**config.mk**
```make
export PLATFORM = sky130hd
export DESIGN_NAME = bounded_deque_core
export DESIGN_NICKNAME = d
export VERILOG_FILES = /design/src/hw/rtl/bdq_pkg.sv /design/src/hw/rtl/bdq_ram.sv /design/src/hw/rtl/bdq_ctrl.sv /design/src/hw/rtl/bdq_dpath.sv /design/src/hw/rtl/bounded_deque_core.sv
export SDC_FILE = /design/constraint.sdc
export NUM_CORES = 1
export LEC_CHECK = 0
export ABC_CLOCK_PERIOD_IN_PS = 7900
export BUFFER_PORTS_ARGS = -buffer_cell sky130_fd_sc_hd__buf_2
export CAP_MARGIN = 30
export CORE_MARGIN = 4
export CORE_UTILIZATION = 40
export CTS_BUF_LIST = sky130_fd_sc_hd__clkbuf_2
export DETAILED_ROUTE_END_ITERATION = 10
export PLACE_DENSITY = 0.68
export SLEW_MARGIN = 20
export SYNTH_ARGS = -nofsm -noshare
export SYNTH_HDL_FRONTEND = slang
export SYNTH_SLANG_ARGS = --single-unit
```
**constraint.sdc**
```tcl
create_clock -name clk_i -period 7.9 [get_ports clk_i]
set_input_delay 0.79 -clock clk_i [delete_from_list [all_inputs] [get_ports clk_i]]
set_output_delay 0.79 -clock clk_i [all_outputs]
set_load 0.005 [all_outputs]
```
**src/hw/rtl/bdq_pkg.sv**
```systemverilog
// Shared types and constants for the bounded double-ended queue.
// Holds opcode and status codes, field widths and the controller command.
// No dependencies.
package bdq_pkg;

  localparam int unsigned DepthDefault = 16;
  localparam int unsigned WidthDefault = 32;

  localparam int unsigned OpW     = 3;
  localparam int unsigned DataW   = 32;
  localparam int unsigned StatusW = 2;
  localparam int unsigned OccW    = 5;

  typedef enum logic [OpW-1:0] {
    OpPushBack  = 3'd0,
    OpPopFront  = 3'd1,
    OpPopBack   = 3'd2,
    OpPeekFront = 3'd3,
    OpPeekBack  = 3'd4
  } op_e;

  typedef enum logic [StatusW-1:0] {
    StOk    = 2'd0,
    StEmpty = 2'd1,
    StFull  = 2'd2
  } status_e;

  typedef struct packed {
    logic exec;
  } cmd_t;

endpackage

```
**src/hw/rtl/bdq_ram.sv**
```systemverilog
// Generic single-port RAM with registered read data.
// Parameters set the word width and the depth. No dependencies.
module bdq_ram #(
  parameter int unsigned WIDTH = 32,
  parameter int unsigned DEPTH = 16,
  localparam int unsigned AddrW = (DEPTH > 1) ? $clog2(DEPTH) : 1
) (
  input  logic             clk_i,
  input  logic             we_i,
  input  logic             re_i,
  input  logic [AddrW-1:0] addr_i,
  input  logic [WIDTH-1:0] wdata_i,
  output logic [WIDTH-1:0] rdata_o
);

  logic [WIDTH-1:0] mem_q [DEPTH];
  logic [WIDTH-1:0] rdata_q;

  always_ff @(posedge clk_i) begin
    if (we_i) begin
      mem_q[addr_i] <= wdata_i;
    end
    if (re_i) begin
      rdata_q <= mem_q[addr_i];
    end
  end

  assign rdata_o = rdata_q;

endmodule

```
**src/hw/rtl/bdq_ctrl.sv**
```systemverilog
// Handshake controller for the bounded double-ended queue.
// Depends on bdq_pkg for the command struct.
module bdq_ctrl
  import bdq_pkg::*;
(
  input  logic clk_i,
  input  logic rst_ni,
  input  logic in_valid_i,
  output logic in_ready_o,
  output logic out_valid_o,
  input  logic out_ready_i,
  output cmd_t cmd_o
);

  typedef enum logic {
    StIdle,
    StResp
  } state_e;

  state_e state_q;
  logic   in_ready_q;
  logic   out_valid_q;

  always_ff @(posedge clk_i or negedge rst_ni) begin
    if (!rst_ni) begin
      state_q     <= StIdle;
      in_ready_q  <= 1'b1;
      out_valid_q <= 1'b0;
    end else begin
      case (state_q)
        StIdle: begin
          if (in_valid_i) begin
            state_q     <= StResp;
            in_ready_q  <= 1'b0;
            out_valid_q <= 1'b1;
          end
        end
        StResp: begin
          if (out_ready_i) begin
            state_q     <= StIdle;
            in_ready_q  <= 1'b1;
            out_valid_q <= 1'b0;
          end
        end
        default: begin
          state_q     <= StIdle;
          in_ready_q  <= 1'b1;
          out_valid_q <= 1'b0;
        end
      endcase
    end
  end

  assign in_ready_o  = in_ready_q;
  assign out_valid_o = out_valid_q;
  assign cmd_o.exec  = in_valid_i & in_ready_q;

endmodule

```
**src/hw/rtl/bdq_dpath.sv**
```systemverilog
// Datapath of the bounded double-ended queue: ring pointers, count and result.
// Depends on bdq_pkg and instantiates bdq_ram for the element store.
module bdq_dpath
  import bdq_pkg::*;
#(
  parameter int unsigned DEPTH = DepthDefault,
  parameter int unsigned WIDTH = WidthDefault
) (
  input  logic               clk_i,
  input  logic               rst_ni,
  input  cmd_t               cmd_i,
  input  logic [OpW-1:0]     opcode_i,
  input  logic [DataW-1:0]   data_in_i,
  output logic [DataW-1:0]   data_out_o,
  output logic [StatusW-1:0] status_o,
  output logic [OccW-1:0]    occupancy_o,
  output logic               is_empty_o
);

  localparam int unsigned PtrW = (DEPTH > 1) ? $clog2(DEPTH) : 1;
  localparam int unsigned CntW = $clog2(DEPTH + 1);
  localparam logic [PtrW:0]   DepthSum = (PtrW+1)'(DEPTH);
  localparam logic [PtrW-1:0] LastPos  = PtrW'(DEPTH - 1);
  localparam logic [CntW-1:0] FullCnt  = CntW'(DEPTH);

  logic [PtrW-1:0] front_q, front_d;
  logic [CntW-1:0] count_q, count_d;
  status_e         status_q, status_d;
  logic            rd_sel_q, rd_sel_d;

  logic [PtrW-1:0] offset;
  logic [PtrW:0]   pos_sum;
  logic [PtrW-1:0] addr;
  logic [PtrW-1:0] next_front;
  logic [CntW-1:0] back_off;
  logic            we;
  logic            re;
  logic            is_full;
  logic            none_held;

  logic [WIDTH+DataW-1:0] din_ext;
  logic [WIDTH-1:0]       wdata;
  logic [WIDTH-1:0]       rdata;
  logic [WIDTH+DataW-1:0] dout_ext;
  logic [CntW+OccW-1:0]   occ_ext;

  assign din_ext   = {{WIDTH{1'b0}}, data_in_i};
  assign wdata     = din_ext[WIDTH-1:0];
  assign is_full   = (count_q == FullCnt);
  assign none_held = (count_q == '0);
  assign back_off  = count_q - CntW'(1);

  assign next_front = (front_q == LastPos) ? '0 : front_q + PtrW'(1);
  assign pos_sum    = {1'b0, front_q} + {1'b0, offset};
  always_comb begin
    if (pos_sum >= DepthSum) begin
      addr = PtrW'(pos_sum - DepthSum);
    end else begin
      addr = pos_sum[PtrW-1:0];
    end
  end

  always_comb begin
    front_d  = front_q;
    count_d  = count_q;
    status_d = status_q;
    rd_sel_d = rd_sel_q;
    offset   = '0;
    we       = 1'b0;
    re       = 1'b0;
    if (cmd_i.exec) begin
      status_d = StOk;
      rd_sel_d = 1'b0;
      case (op_e'(opcode_i))
        OpPushBack: begin
          offset = count_q[PtrW-1:0];
          if (is_full) begin
            status_d = StFull;
          end else begin
            we      = 1'b1;
            count_d = count_q + CntW'(1);
          end
        end
        OpPopFront, OpPeekFront: begin
          if (none_held) begin
            status_d = StEmpty;
          end else begin
            re       = 1'b1;
            rd_sel_d = 1'b1;
            if (op_e'(opcode_i) == OpPopFront) begin
              front_d = next_front;
              count_d = back_off;
            end
          end
        end
        OpPopBack, OpPeekBack: begin
          offset = back_off[PtrW-1:0];
          if (none_held) begin
            status_d = StEmpty;
          end else begin
            re       = 1'b1;
            rd_sel_d = 1'b1;
            if (op_e'(opcode_i) == OpPopBack) begin
              count_d = back_off;
            end
          end
        end
        default: begin
          status_d = StOk;
        end
      endcase
    end
  end

  always_ff @(posedge clk_i or negedge rst_ni) begin
    if (!rst_ni) begin
      front_q  <= '0;
      count_q  <= '0;
      status_q <= StOk;
      rd_sel_q <= 1'b0;
    end else begin
      front_q  <= front_d;
      count_q  <= count_d;
      status_q <= status_d;
      rd_sel_q <= rd_sel_d;
    end
  end

  bdq_ram #(
    .WIDTH(WIDTH),
    .DEPTH(DEPTH)
  ) u_ram (
    .clk_i  (clk_i),
    .we_i   (we),
    .re_i   (re),
    .addr_i (addr),
    .wdata_i(wdata),
    .rdata_o(rdata)
  );

  assign dout_ext    = {{DataW{1'b0}}, rdata};
  assign data_out_o  = rd_sel_q ? dout_ext[DataW-1:0] : '0;
  assign status_o    = status_q;
  assign occ_ext     = {{OccW{1'b0}}, count_q};
  assign occupancy_o = occ_ext[OccW-1:0];
  assign is_empty_o  = none_held;

endmodule

```
**src/hw/rtl/bounded_deque_core.sv**
```systemverilog
// Top level of the bounded double-ended queue held in a ring store.
// Depends on bdq_pkg; instantiates bdq_ctrl and bdq_dpath.
//
//   Channel | Direction | Handshake             | Payload
//   input   | in        | in_valid_i/in_ready_o | opcode_i, data_in_i
//   output  | out       | out_valid_o/out_ready_i | data_out_o, status_o,
//           |           |                       | occupancy_o, is_empty_o
//
// Each transaction executes and issues the store access in the accept cycle,
// and the result is shown the next cycle, as the single store port has
// registered read data.
// The next transaction is taken in the cycle after the result is accepted.
// Reset clears the front pointer and the count; the store needs no clearing.
module bounded_deque_core
  import bdq_pkg::*;
#(
  parameter int unsigned DEPTH = DepthDefault,
  parameter int unsigned WIDTH = WidthDefault
) (
  input  logic               clk_i,
  input  logic               rst_ni,
  input  logic               in_valid_i,
  output logic               in_ready_o,
  input  logic [OpW-1:0]     opcode_i,
  input  logic [DataW-1:0]   data_in_i,
  output logic               out_valid_o,
  input  logic               out_ready_i,
  output logic [DataW-1:0]   data_out_o,
  output logic [StatusW-1:0] status_o,
  output logic [OccW-1:0]    occupancy_o,
  output logic               is_empty_o
);

  cmd_t cmd;

  bdq_ctrl u_ctrl (
    .clk_i      (clk_i),
    .rst_ni     (rst_ni),
    .in_valid_i (in_valid_i),
    .in_ready_o (in_ready_o),
    .out_valid_o(out_valid_o),
    .out_ready_i(out_ready_i),
    .cmd_o      (cmd)
  );

  bdq_dpath #(
    .DEPTH(DEPTH),
    .WIDTH(WIDTH)
  ) u_dpath (
    .clk_i      (clk_i),
    .rst_ni     (rst_ni),
    .cmd_i      (cmd),
    .opcode_i   (opcode_i),
    .data_in_i  (data_in_i),
    .data_out_o (data_out_o),
    .status_o   (status_o),
    .occupancy_o(occupancy_o),
    .is_empty_o (is_empty_o)
  );

endmodule

```
After elaboration in Yosys (flattened, before gate mapping)
Memories as Yosys holds them, arrays and structs flattened. A register that Yosys moved wholly into a read port is not among the register bits.
Index checks and enable logic that the tools add are counted.

storage, ports and cells
  memory bits (writable) = 512
  word-level logic and storage cells = 70
  bits of input ports = 39
  flip-flop bits (word level) = 15
  memories kept = 1

memory list
  name                 depth  bits a word  read ports  clocked after Yosys merged registers in  wr ports  RTL line       text
  u_dpath.u_ram.mem_q  16     32           1           1                                        1         bdq_ram.sv:16  logic [WIDTH-1:0] mem_q [DEPTH];

operators by class
  order comparisons = 1
  $add $sub $neg = 5
  equality and inequality tests = 13
  reductions and logical operators = 9
  bitwise logic cells = 3
  muxes and demuxes = 31

operator list
  operator                                                   count
  2-to-1 mux 32 bit                                          1
  2-to-1 mux 5 bit                                           5
  2-to-1 mux 1 bit                                           15
  one-hot mux 5 bit (3 select lines)                         1
  2-to-1 mux 4 bit                                           3
  inequality test 2 bit (second input constant)              5
  one-hot mux 4 bit (2 select lines)                         1
  AND reduction 7 bit                                        1
  == test 3 x 2 -> 1 bit (second input constant)             2
  one-hot mux 1 bit (2 select lines)                         3
  adder 4 x 4 -> 5 bit                                       1
  adder 5 x 1 -> 5 bit (second input constant)               1
  == test 5 bit (second input constant)                      1
  greater-or-equal comparator 5 bit (second input constant)  1
  logical NOT 5 bit                                          1
  subtractor 5 x 1 -> 5 bit (second input constant)          1
  adder 4 x 1 -> 4 bit (second input constant)               1
  == test 4 bit (second input constant)                      1
  inequality test 2 x 1 -> 1 bit (second input constant)     2
  one-hot mux 2 bit (2 select lines)                         1
  AND reduction 4 bit                                        1
  OR reduction 2 bit                                         2
  OR reduction 4 bit                                         1
  subtractor 4 x 1 -> 4 bit (second input constant)          1
  8 further kinds                                            9

Depth between registers and ports, before layout
Gate-level depths: netlist of the first run.

  depth in word-level cells = 7
  depth in mapped cells = 14
  mapped depth without buffers = 12

By module
Synthesis of the first run repeated with hierarchy kept, for this count alone.

second synthesis, totals
  cell total of the unflattened synthesis = 993
  area total of the unflattened synthesis = 21486.9 µm²

by module, submodules not included
  module     cells an instance  times used  area each (µm²)  sequential area each (µm²)
  bdq_ram    840                1           20183.1          16335.7
  bdq_dpath  141                1           1184.9           300.3
  bdq_ctrl   12                 1           118.9            76.3

Worst setup path before layout of the first run
Ideal clock, no wire load.

  path type = input to register
  start point = in opcode_i[2]
  end point = mem u_dpath.u_ram.mem_q[15][0] (enable)
  arrival time = 4372 ps
  stages = 11
  path buffers = 4
  slack = 3107 ps
  required time = 7479 ps
  cells stage by stage = buf_2 -> xor2_1 -> o21ai_0 -> nor3_1 -> ha_1 -> fa_1 -> clkbuf_1 -> clkbuf_1 -> clkbuf_1 -> nand3_1 -> nor2_1

between the ends
  word-level cells in the longest chain between the ends = 7
  elaborated cells between the ends (all ways) = 14

ends and longest elaborated chain
  element                                                                                RTL line                          text
  start: declaration                                                                     bounded_deque_core.sv:24          input logic [OpW-1:0] opcode_i,
  == test 3 bit / == test 3 x 2 -> 1 bit (equally long branches)                         bdq_dpath.sv:74                   case (op_e'(opcode_i))
  OR reduction 2 bit                                                                     bdq_dpath.sv:74
  one-hot mux 4 bit (2 select lines)                                                     bdq_dpath.sv:74
  2-to-1 mux 4 bit                                                                       bdq_dpath.sv:71                   if (cmd_i.exec) begin
  adder 4 x 4 -> 5 bit                                                                   bdq_dpath.sv:54                   assign pos_sum = {1'b0, front_q} + {1'b0, offset};
  subtractor 4 x 1 -> 4 bit / greater-or-equal comparator 5 bit (equally long branches)  bdq_dpath.sv:57, bdq_dpath.sv:56
  2-to-1 mux 4 bit                                                                       bdq_dpath.sv:56                   if (pos_sum >= DepthSum) begin
  end: declaration                                                                       bdq_ram.sv:16

Several ways; a longest one is shown, not always the timed one.

Worst setup path in the final report of the first run
  start point = reg u_dpath.count_q[0], in the netlist u_dpath.occupancy_o[0]
  end point = reg u_dpath.u_ram.rdata_q[27], in the netlist u_dpath.u_ram.rdata_o[27] (read register of u_dpath.u_ram.mem_q) (data pin)

between the ends
  word-level cells in the longest chain between the ends = 6
  elaborated cells between the ends (all ways) = 11

ends and longest elaborated chain
  element                                                                                RTL line                          text
  start: declaration                                                                     bdq_dpath.sv:27                   logic [CntW-1:0] count_q, count_d;
  start signal: assignment                                                               bdq_dpath.sv:123                  count_q <= count_d;
  subtractor 5 x 1 -> 5 bit                                                              bdq_dpath.sv:51                   assign back_off = count_q - CntW'(1);
  one-hot mux 4 bit (2 select lines)                                                     bdq_dpath.sv:74
  2-to-1 mux 4 bit                                                                       bdq_dpath.sv:71
  adder 4 x 4 -> 5 bit                                                                   bdq_dpath.sv:54
  subtractor 4 x 1 -> 4 bit / greater-or-equal comparator 5 bit (equally long branches)  bdq_dpath.sv:57, bdq_dpath.sv:56
  2-to-1 mux 4 bit                                                                       bdq_dpath.sv:56
  end: declaration                                                                       bdq_ram.sv:17                     logic [WIDTH-1:0] rdata_q;

Several ways; a longest one is shown, not always the timed one.
A chain may end at the register's enable or synchronous reset.

==> flow_summary.ini, run 1 <==
[run_status]
run_status = finished, final reports clean

[worst_setup_path]
reg2regPathDepth = 11
timing_worst_setup_path_type = reg -> reg
crit_path_frequent_cell = sky130_fd_sc_hd__buf_4
timing.reg2reg.setup_slack_ns = 3.06
critPathMaxStageDelay_ns = 1.23
worstReg2RegStart = u_dpath.occupancy_o[0]
path_max_fanout = 50
timing.critical_path.from_type = register
worstPathRequired_ns = 8.69
critical_path.endpoint_type = register
reg2reg_to = u_dpath.u_ram.rdata_o[27]
crit_path_top_delay_cell = sky130_fd_sc_hd__fa_4
worst-endpoint-arrival_ns = 5.63
timing.critical_path.cells = inv_1 > ha_1 > a211oi_1 > a21oi_1 > nor3_1 > fa_4 > buf_4 > buf_4 > mux4_2 > nand3_1 > nand4_1

[clock_tree]
clock_tree.htree_level_count = 4
clock_path_buffers = 3
clock_tree_from_tritoncts = yes
clk_latency_ns = 1.11
cts.repair_timing.setup_buffer_count = 0
numCtsBuffers = 134
post_cts_resized = 0
tritoncts_num_sinks = 559
path_clk_slew_ns = 0.12
clock-root-buffer = sky130_fd_sc_hd__clkbuf_2
hold_buffers = 30

[global_routing]
global_route_wire_length_before_repair_um = 77500
gr-max-usage-layer = met2
globalRouteMet3Util_pct = 6.01
gr-total-overflow = 0
gr-usage-met2_pct = 26.9
grt_util_met1_pct = 25.6
largest_net_degree_at_the_start_of_global_routing = 104
grt_antenna_before_repair = 1
grt_use_total_pct = 18.1
grt_pass1_vias = 12000

[placement]
globalplace.congestion = 0.776
post-place-cells = 1790
placedInstanceArea_mm2 = 0.0235
place.port_buffers = 80
dp_hpwl_um = 31100

[detailed_routing]
route.detailed.vias_per_inst = 5.62
drt_pre_antenna_iters = 5
wl_per_cell_um = 25.0
drcViolationCount = 0
finalWirelength_um = 51000
final_antenna_net_count = 0
drt-initial-drc-count = 1251
route.vias.total = 11500

[yosys]
mappedNetlistNets = 1099
postSynthCellCount = 1053
synth.top_cell.area_share_pct = 75.5
ys_ff_latch = 559
syn_area_per_cell_um2 = 20.6
synth.top_cells.by_area = sky130_fd_sc_hd__edfxtp_1 (75%), sky130_fd_sc_hd__mux4_2 (13%), sky130_fd_sc_hd__nand3_1 (3.0%)
number_of_synthesized_flops_with_an_enable_pin = 544
synthFlopType = sky130_fd_sc_hd__edfxtp_1
synth-async-reset-ratio_pct = 2.68
synthDistinctLibCells = 40
syn_area_mm2 = 0.0216
synth-seq-area-share_pct = 77.2
synth_top_area_cell = sky130_fd_sc_hd__edfxtp_1
synth_warnings = 0

[timing]
finalSetupTns_ns = 0
finalWorstPathRequiredPeriod_ns = 4.84
slew_headroom_pct = 41.0
setup_repair_after_global_routing_missed_its_margin = no
fmax_ghz = 0.207
hold_worst_slack_ns = 0.140
timing_hold_violations_final = 0
worst_pin_slew_ns = 0.885
report.final.setup_viol = 0
report.final.slew_viol_count = 0
layout_worst_path_cycle_share_pct = 61.3
fin_skew_ns = 0.0865

[power_and_ir_drop]
power_density_mw_per_mm2 = 299
report.power.total_uw = 7500
vdd_drop_max_v = 0.000267
power_leakage_uw = 0.00822

[worst_hold_path]
min_from = data_in_i[12]
instance_count_along_the_most_critical_hold_path = 1
min-delay-path-class = in -> reg
hold_path_sink = u_dpath.u_ram.mem_q[10][12]

[cells_and_area]
share_of_cells_above_drive_strength_1_pct = 35.1
final_cell_area_mm2 = 0.0251
final_cell_count_no_fill = 2044
design.final.nets = 1314
areaGrowthSynthToFinish_pct = 15.9

[job]
max_cap_violations = 0

[floorplanning]
chipWidth_um = 241
fp.dieH_um = 241
fp.dieArea_mm2 = 0.0579
io_pins = 81
core_region_area_mm2 = 0.0531
floorplan.rows = 84
initial_core_util_pct = 40.8
[cells in the final DEF, fill, tap and decap left out, drive strengths merged, types with 2 or more instances in the layout]
| cell | instances |
|---|---|
| nand3b | 2 |
| a21o | 2 |
| nor2 | 22 |
| nor3 | 5 |
| a21oi | 7 |
| xor2 | 5 |
| nor3b | 2 |
| and2 | 32 |
| ha | 6 |
| xnor2 | 10 |
| or2 | 2 |
| dfrtp | 14 |
| o21ai | 8 |
| nand3 | 131 |
| mux4 | 128 |
| clkinv | 34 |
| inv | 10 |
| bufinv | 8 |
| dlygate4sd3 | 30 |
| mux2 | 3 |
| buf | 113 |
| clkbuf | 175 |
| nand4 | 33 |
| nand2 | 16 |
| edfxtp | 544 |
[cell type report]
cell class	instances	area [um2]
fill	4353	28000
sequential	559	16700
multi-input combinational	426	4810
timing repair buffer	143	1410
clock buffer	175	876
tap	688	861
clock inverter	48	409
inverter	4	15.0
antenna	1	2.50
[cells in the mapped netlist (2+ instances only)]
cell type,count
sky130_fd_sc_hd__a21o_1,2
sky130_fd_sc_hd__a21oi_1,7
sky130_fd_sc_hd__and2_1,32
sky130_fd_sc_hd__buf_1,3
sky130_fd_sc_hd__buf_2,21
sky130_fd_sc_hd__buf_6,5
sky130_fd_sc_hd__clkbuf_1,34
sky130_fd_sc_hd__dfrtp_1,14
sky130_fd_sc_hd__edfxtp_1,544
sky130_fd_sc_hd__ha_1,6
sky130_fd_sc_hd__inv_1,4
sky130_fd_sc_hd__mux2_2,3
sky130_fd_sc_hd__mux4_2,128
sky130_fd_sc_hd__nand2_1,15
sky130_fd_sc_hd__nand3_1,131
sky130_fd_sc_hd__nand3b_1,2
sky130_fd_sc_hd__nand4_1,33
sky130_fd_sc_hd__nor2_1,22
sky130_fd_sc_hd__nor3_1,4
sky130_fd_sc_hd__nor3b_1,2
sky130_fd_sc_hd__o21ai_0,8
sky130_fd_sc_hd__or2_1,2
sky130_fd_sc_hd__xnor2_1,10
sky130_fd_sc_hd__xor2_1,5
[registers in the layout (all words and copies together), names as in the netlist]
name and flops:
u_ctrl.in_ready_o 1, u_ctrl.out_valid_o 1, u_dpath.rd_sel_q 1, u_dpath.occupancy_o 5, u_dpath.status_o 2, u_dpath.u_ram.rdata_o 32
u_ctrl.state_q 1, u_dpath.u_ram.mem_q 512, u_dpath.front_q 4
[cells by family (layout without fill, tap and decap cells)]
group	Yosys count	in the layout	synth area share [%]
adder cells (fa/ha/maj)	7	7	0.439
XOR/XNOR	15	15	0.607
flip-flops	559	559	77.2
multiplexers	131	131	13.5
other	0	1	0
AO/OA/AOI/OAI	24	24	0.688
AND/OR/NAND/NOR	249	249	6.08
buffers and inverters	68	370	1.49
[per-stage QoR]
step           util [%]  setup WS [ns]
6_report           47.3           3.06
5_1_grt            47.3           2.78
4_1_cts            47.3           3.01
3_5_place_dp       44.3           2.67
3_3_place_gp       43.1           2.57
2_1_floorplan         -           3.11
[how the worst max path moves through the flow]
stage | depth (start not counted) | endpoint | start
6_report | 11 | u_dpath.u_ram.rdata_o[27] | u_dpath.occupancy_o[0]
5_1_grt | 11 | u_dpath.u_ram.rdata_o[27] | u_dpath.occupancy_o[0]
4_1_cts | 11 | u_dpath.u_ram.rdata_o[27] | u_dpath.occupancy_o[0]
3_5_place_dp | 11 | u_dpath.u_ram.rdata_o[27] | opcode_i[2]
3_3_place_gp | 11 | u_dpath.u_ram.rdata_o[27] | opcode_i[2]
2_1_floorplan | 11 | u_dpath.u_ram.mem_q[15][0] | opcode_i[2]
[critical path: cells and delay by family (launching register included)]
kind                       cells  cell delay (ns)
adders and majority gates      2             1.57
DFF                            1             0.47
buffers and inverters          3             1.45
AOI/OAI and AO/OA              2             0.21
muxes                          1             0.41
and+or+nand+nor                3             0.36
[power breakdown]
group | internal (uW) | switching (uW)
clock network | 870 | 1100
logic | 923 | 1160
registers | 3380 | 72.4
total | 5170 | 2330
[per-layer routing]
layer	up-vias	routed length [um]
li1	4848	-
met1	5946	21200
met2	612	23600
met3	78	5240
met4	0	1020
met5	-	0
No activity file was read; power rests on OpenSTA's default activity.
==> run 2: changes to the inputs <==
Settings changed: ABC_CLOCK_PERIOD_IN_PS 7900 to 4050, PLACE_DENSITY 0.68 to 0.7.
Clock period 7.9 ns to 4.05 ns, I/O delays scaled along.
==> run 2 against run 1 <==
Against the previous run: sequential power up 94%; power up 95%; non-clock buffer count up 26; register-to-register slack worse by 2.8 ns; global-route usage down 1.5 points; count of clock-buffer cells in the layout up 25; hold slack better by 0.075 ns; flip-flop and latch count unchanged; clock skew up 0.041 ns; utilization up 0.29 points; critical endpoint is now u_dpath.u_ram.mem_q[9][26]; largest power group unchanged; highest routed layer unchanged.
==> flow_summary.ini, run 2 (synthesis results as in run 1) <==
[timing]
report.final.setup_viol = 0
finalWorstPathRequiredPeriod_ns = 3.82
layout_worst_path_cycle_share_pct = 94.2
setup_repair_after_global_routing_missed_its_margin = no
timing_hold_violations_final = 0
fmax_ghz = 0.262
report.final.slew_viol_count = 0
worst_pin_slew_ns = 0.795
slew_headroom_pct = 47.0
fin_skew_ns = 0.127

[clock_tree]
clock-root-buffer = sky130_fd_sc_hd__clkbuf_2
clk_latency_ns = 1.15
clock_tree_from_tritoncts = yes
cts.repair_timing.setup_buffer_count = 0
path_clk_slew_ns = 0.11
tritoncts_num_sinks = 559
numCtsBuffers = 136
clock_path_buffers = 3
clock_tree.htree_level_count = 4

[detailed_routing]
route.vias.total = 11400
drt-initial-drc-count = 900
finalWirelength_um = 46700
route.detailed.vias_per_inst = 5.43
drcViolationCount = 0
drt_pre_antenna_iters = 5
final_antenna_net_count = 0
wl_per_cell_um = 22.3

[power_and_ir_drop]
report.power.total_uw = 14600
power_leakage_uw = 0.00834
power_density_mw_per_mm2 = 579
vdd_drop_max_v = 0.000690

[worst_setup_path]
timing.critical_path.from_type = register
worst-endpoint-arrival_ns = 4.53
timing_worst_setup_path_type = reg -> reg
reg2reg_to = u_dpath.u_ram.mem_q[9][26]
worstReg2RegStart = u_dpath.occupancy_o[0]
timing.reg2reg.setup_slack_ns = 0.23
reg2regPathDepth = 13
path_max_fanout = 15
critical_path.endpoint_type = register
worstPathRequired_ns = 4.77

[run_status]
run_status = finished, final reports clean

[cells_and_area]
regArea_mm2 = 0.0167
finalCoreUtilization_pct = 47.6
max_ffs_per_register = 512
multi_input_area_mm2 = 0.00481
n_fill_cell = 4400
final_common_cell = sky130_fd_sc_hd__edfxtp_1
design.final.nets = 1342
areaGrowthSynthToFinish_pct = 16.7
leading_cell_types_in_the_layout_fill_and_taps_excluded = sky130_fd_sc_hd__edfxtp_1 (544), sky130_fd_sc_hd__clkbuf_2 (200), sky130_fd_sc_hd__nand3_1 (131)
share_of_cells_above_drive_strength_1_pct = 35.8
final_cell_count_no_fill = 2091
top_register = u_dpath.u_ram.mem_q

[global_routing]
largest_net_degree_at_the_start_of_global_routing = 87
global_route_wire_length_before_repair_um = 72300
gr-total-overflow = 0
grt_pass1_vias = 12000
grt_antenna_before_repair = 4
grt_use_total_pct = 16.6

[floorplanning]
floorplan.rows = 84
fp.dieH_um = 241
initial_core_util_pct = 40.8
core_region_area_mm2 = 0.0531
chipWidth_um = 241
fp.dieArea_mm2 = 0.0579
io_pins = 81

[job]
max_cap_violations = 0

[placement]
place.port_buffers = 80
dp_hpwl_um = 26400
globalplace.congestion = 0.738
post-place-cells = 1802

[worst_hold_path]
hold_path_sink = u_dpath.u_ram.mem_q[8][0]
min_from = data_in_i[0]
min-delay-path-class = in -> reg
instance_count_along_the_most_critical_hold_path = 2
==> run 2: cell types whose count changed in the layout (fill, tap and decap cells not counted), moves of 7 or more <==
cell	before	now
sky130_fd_sc_hd__dlygate4sd3_1	30	44
sky130_fd_sc_hd__clkbuf_2	175	200
sky130_fd_sc_hd__clkinv_1	19	26
sky130_fd_sc_hd__clkinv_2	15	2
sky130_fd_sc_hd__buf_12	5	26
sky130_fd_sc_hd__buf_4	8	19
sky130_fd_sc_hd__buf_16	20	0
==> run 2: how the worst max path moves through the flow <==
stage,from,to,slack (ns),cells past startpoint
2_1_floorplan,u_dpath.occupancy_o[0],u_dpath.u_ram.mem_q[13][0],-0.41,13
3_3_place_gp,u_dpath.occupancy_o[0],u_dpath.u_ram.mem_q[9][18],0.19,13
3_5_place_dp,u_dpath.occupancy_o[0],u_dpath.u_ram.mem_q[9][18],0.16,13
4_1_cts,u_dpath.occupancy_o[0],u_dpath.u_ram.mem_q[9][26],0.12,13
5_1_grt,u_dpath.occupancy_o[0],u_dpath.u_ram.mem_q[9][26],0.005,13
6_report,u_dpath.occupancy_o[0],u_dpath.u_ram.mem_q[9][26],0.23,13
==> run 2: layer usage <==
layer	GRT usage [%]	up-vias	share of wire (%)
li1	-	4941	-
met1	22.9	5925	42
met2	26.3	421	49
met3	4.37	73	6.9
met4	5.18	0	1.7
met5	0	-	0
==> run 2: area by class of cell <==
type	count	share of cell area, %
sequential	559	66.2
tap	688	3.41
clock buffer	200	3.96
inverter	4	0.0595
clock inverter	42	1.33
timing repair buffer	169	5.96
antenna	3	0.0297
multi-input combinational	426	19.1
==> run 2: metrics by stage <==
step / setup slack [ns] / TNS [ns] / cell area, um2 / hold WS (ns)
after floorplan: -0.414 / -151.70 / 21700 / 0.109
after detailed placement: 0.161 / 0 / 23500 / 0.347
final: 0.235 / 0 / 25200 / 0.215
after CTS: 0.123 / 0 / 25200 / 0.0366
after global placement: 0.187 / 0 / 23500 / 0.336
after global routing: 0.00520 / 0 / 25200 / 0.0642
==> run 2: what timing repair did <==
| item | in CTS | in global routing |
|---|---|---|
| hold buffers | 44 | 0 |
| gates resized for setup | 0 | 1 |
| endpoints found under the setup margin | 0 | 34 |
| hold endpoints to repair | 542 | 0 |
==> run 2: where the power goes <==
part / internal [uW] / switching, uW
Sequential: 6580 / 131
Combinational: 1920 / 2120
Clock: 1710 / 2170
==> run 2: critical path: stages, from the launching register on <==
cell and delay [ns]:
sky130_fd_sc_hd__dfrtp_1 0.47, sky130_fd_sc_hd__inv_1 0.11, sky130_fd_sc_hd__ha_1 0.35, sky130_fd_sc_hd__a211oi_1 0.25, sky130_fd_sc_hd__a21oi_1 0.06, sky130_fd_sc_hd__nor3_1 0.28
sky130_fd_sc_hd__ha_1 0.30, sky130_fd_sc_hd__a21o_1 0.16, sky130_fd_sc_hd__a21oi_1 0.22, sky130_fd_sc_hd__xnor2_2 0.23, sky130_fd_sc_hd__xor2_4 0.27, sky130_fd_sc_hd__nand2_1 0.28
sky130_fd_sc_hd__nor2_4 0.22, sky130_fd_sc_hd__buf_4 0.29
==> run 3: changes to the inputs <==
Settings changed: CORE_UTILIZATION 40 to 47, PLACE_DENSITY 0.7 to 0.78.
==> run 3 against run 2 <==
Against the previous run: combinational power is 3% higher; hold slack worse by 0.054 ns; register-to-register slack worse by 0.02 ns; non-clock buffer count is 7 higher; largest cell class unchanged.
==> flow_summary.ini, run 3 (synthesis results as in run 1) <==
[detailed_routing]
route.vias.total = 11600
finalWirelength_um = 47900
drcViolationCount = 0
drt_pre_antenna_iters = 8
wl_per_cell_um = 23.9
final_antenna_net_count = 0
route.detailed.vias_per_inst = 5.79
drt-initial-drc-count = 1211

[timing]
report.final.setup_viol = 0
timing_hold_violations_final = 0
slew_headroom_pct = 34.0
setup_repair_after_global_routing_missed_its_margin = no
finalWorstPathRequiredPeriod_ns = 3.83
layout_worst_path_cycle_share_pct = 94.7
worst_pin_slew_ns = 0.985
finalSetupTns_ns = 0
fin_skew_ns = 0.0944
report.final.slew_viol_count = 0
fmax_ghz = 0.261

[worst_hold_path]
min-delay-path-class = in -> reg

[clock_tree]
tritoncts_num_sinks = 559
clock-root-buffer = sky130_fd_sc_hd__clkbuf_2
clock_path_buffers = 3
clock_tree_from_tritoncts = yes
path_clk_slew_ns = 0.10
clk_latency_ns = 1.12
clock_tree.htree_level_count = 4
numCtsBuffers = 135

[cells_and_area]
top_register = u_dpath.u_ram.mem_q
areaGrowthSynthToFinish_pct = 16.1
n_fill_cell = 3481
final_common_cell = sky130_fd_sc_hd__edfxtp_1
design.final.nets = 1348
share_of_cells_above_drive_strength_1_pct = 35.5
final_cell_count_no_fill = 2007
leading_cell_types_in_the_layout_fill_and_taps_excluded = sky130_fd_sc_hd__edfxtp_1 (544), sky130_fd_sc_hd__clkbuf_2 (184), sky130_fd_sc_hd__nand3_1 (131)
final_cell_area_mm2 = 0.0251
max_ffs_per_register = 512
finalCoreUtilization_pct = 55.3

[global_routing]
global_route_wire_length_before_repair_um = 73700
gr-total-overflow = 0
grt_antenna_before_repair = 2
largest_net_degree_at_the_start_of_global_routing = 53
grt_pass1_vias = 12200
grt_use_total_pct = 19.7

[run_status]
run_status = finished, final reports clean

[power_and_ir_drop]
vdd_drop_max_v = 0.000537
power_density_mw_per_mm2 = 578
report.power.total_uw = 14500
power_leakage_uw = 0.00830

[floorplanning]
floorplan.rows = 78
core_region_area_mm2 = 0.0455
chipWidth_um = 223
io_pins = 81
initial_core_util_pct = 47.6
fp.dieArea_mm2 = 0.0495
fp.dieH_um = 223

[worst_setup_path]
timing.critical_path.from_type = register
path_max_fanout = 19
worstPathRequired_ns = 4.80
timing_worst_setup_path_type = reg -> reg
critical_path.endpoint_type = register
worst-endpoint-arrival_ns = 4.58

[job]
max_cap_violations = 0

[placement]
post-place-cells = 1721
globalplace.congestion = 0.801
placedInstanceArea_mm2 = 0.0234
place.port_buffers = 80
dp_hpwl_um = 28600
[run 3: changes by cell type in the layout (fill, tap and decap cells not counted), sizes merged]
cell         change
clkbuf          -16
clkinv          +13
buf              +8
bufinv           -2
clkinvlp         +2
dlygate4sd3      -1
[run 3: worst paths after layout]
| check | start | to | slack, ns | depth (start not counted) |
|---|---|---|---|---|
| min reg2reg | u_dpath.status_o[0] | u_dpath.status_o[0] | 0.50 | 2 |
| max reg2reg | u_dpath.occupancy_o[0] | u_dpath.u_ram.mem_q[9][13] | 0.22 | 10 |
| max in group asynchronous | rst_ni | u_dpath.occupancy_o[2] | 3.07 | 3 |
| max | u_dpath.occupancy_o[0] | u_dpath.u_ram.mem_q[9][13] | 0.22 | 10 |
| min | in_valid_i | u_ctrl.state_q | 0.16 | 4 |
| min in group asynchronous | rst_ni | u_dpath.rd_sel_q | 0.43 | 3 |
[run 3: through the flow]
stage	worst slack [ns]	hold slack (ns)
detailed placement	0.0978	0.333
floorplan	-0.414	0.109
CTS	0.0392	0.0296
global placement	0.180	0.323
global route	0.0221	0.0781
finish	0.215	0.161
[run 3: final cells by class]
type | count | area [um2] | share of cell area [%]
antenna | 3 | 7.51 | 0.0299
clock inverter | 55 | 339 | 1.35
clock buffer | 184 | 921 | 3.66
multi-input combinational | 426 | 4820 | 19.2
tap | 600 | 751 | 2.99
inverter | 4 | 15.0 | 0.0597
sequential | 559 | 16700 | 66.5
timing repair buffer | 176 | 1570 | 6.23
[run 3: worst max-delay path, stage by stage (launching register included)]
cell and delay [ns]:
sky130_fd_sc_hd__dfrtp_1 0.47, sky130_fd_sc_hd__inv_1 0.11, sky130_fd_sc_hd__ha_1 0.34, sky130_fd_sc_hd__a211oi_1 0.09, sky130_fd_sc_hd__a21oi_1 0.16, sky130_fd_sc_hd__nor3_2 0.08, sky130_fd_sc_hd__fa_4 0.50, sky130_fd_sc_hd__xnor2_2 0.80
sky130_fd_sc_hd__nand2_1 0.46, sky130_fd_sc_hd__nor2_4 0.29, sky130_fd_sc_hd__buf_12 0.22
[run 3: where the power goes]
| group | internal, uW | switching, uW | leakage, uW |
|---|---|---|---|
| Clock | 1500 | 2170 | 0.000922 |
| Sequential | 6580 | 106 | 0.00508 |
| Combinational | 1920 | 2240 | 0.00229 |
[run 3: layer usage]
layer  vias up  GRT usage [%]  part of all wire [%]
li1       4943              -                     -
met1      5963           27.0                    39
met2       628           30.7                    50
met3        79           5.42                   9.2
met4         0           7.22                   2.1
met5         -              0                     0
[run 3: timing repair]
item / CTS / global route
endpoints found under the setup margin: 2 / 513
hold buffers: 43 / 0
resized for setup: 1 / 3
hold endpoints to repair: 546 / 0
pin swaps: 0 / 1
buffers inserted: 0 / 1
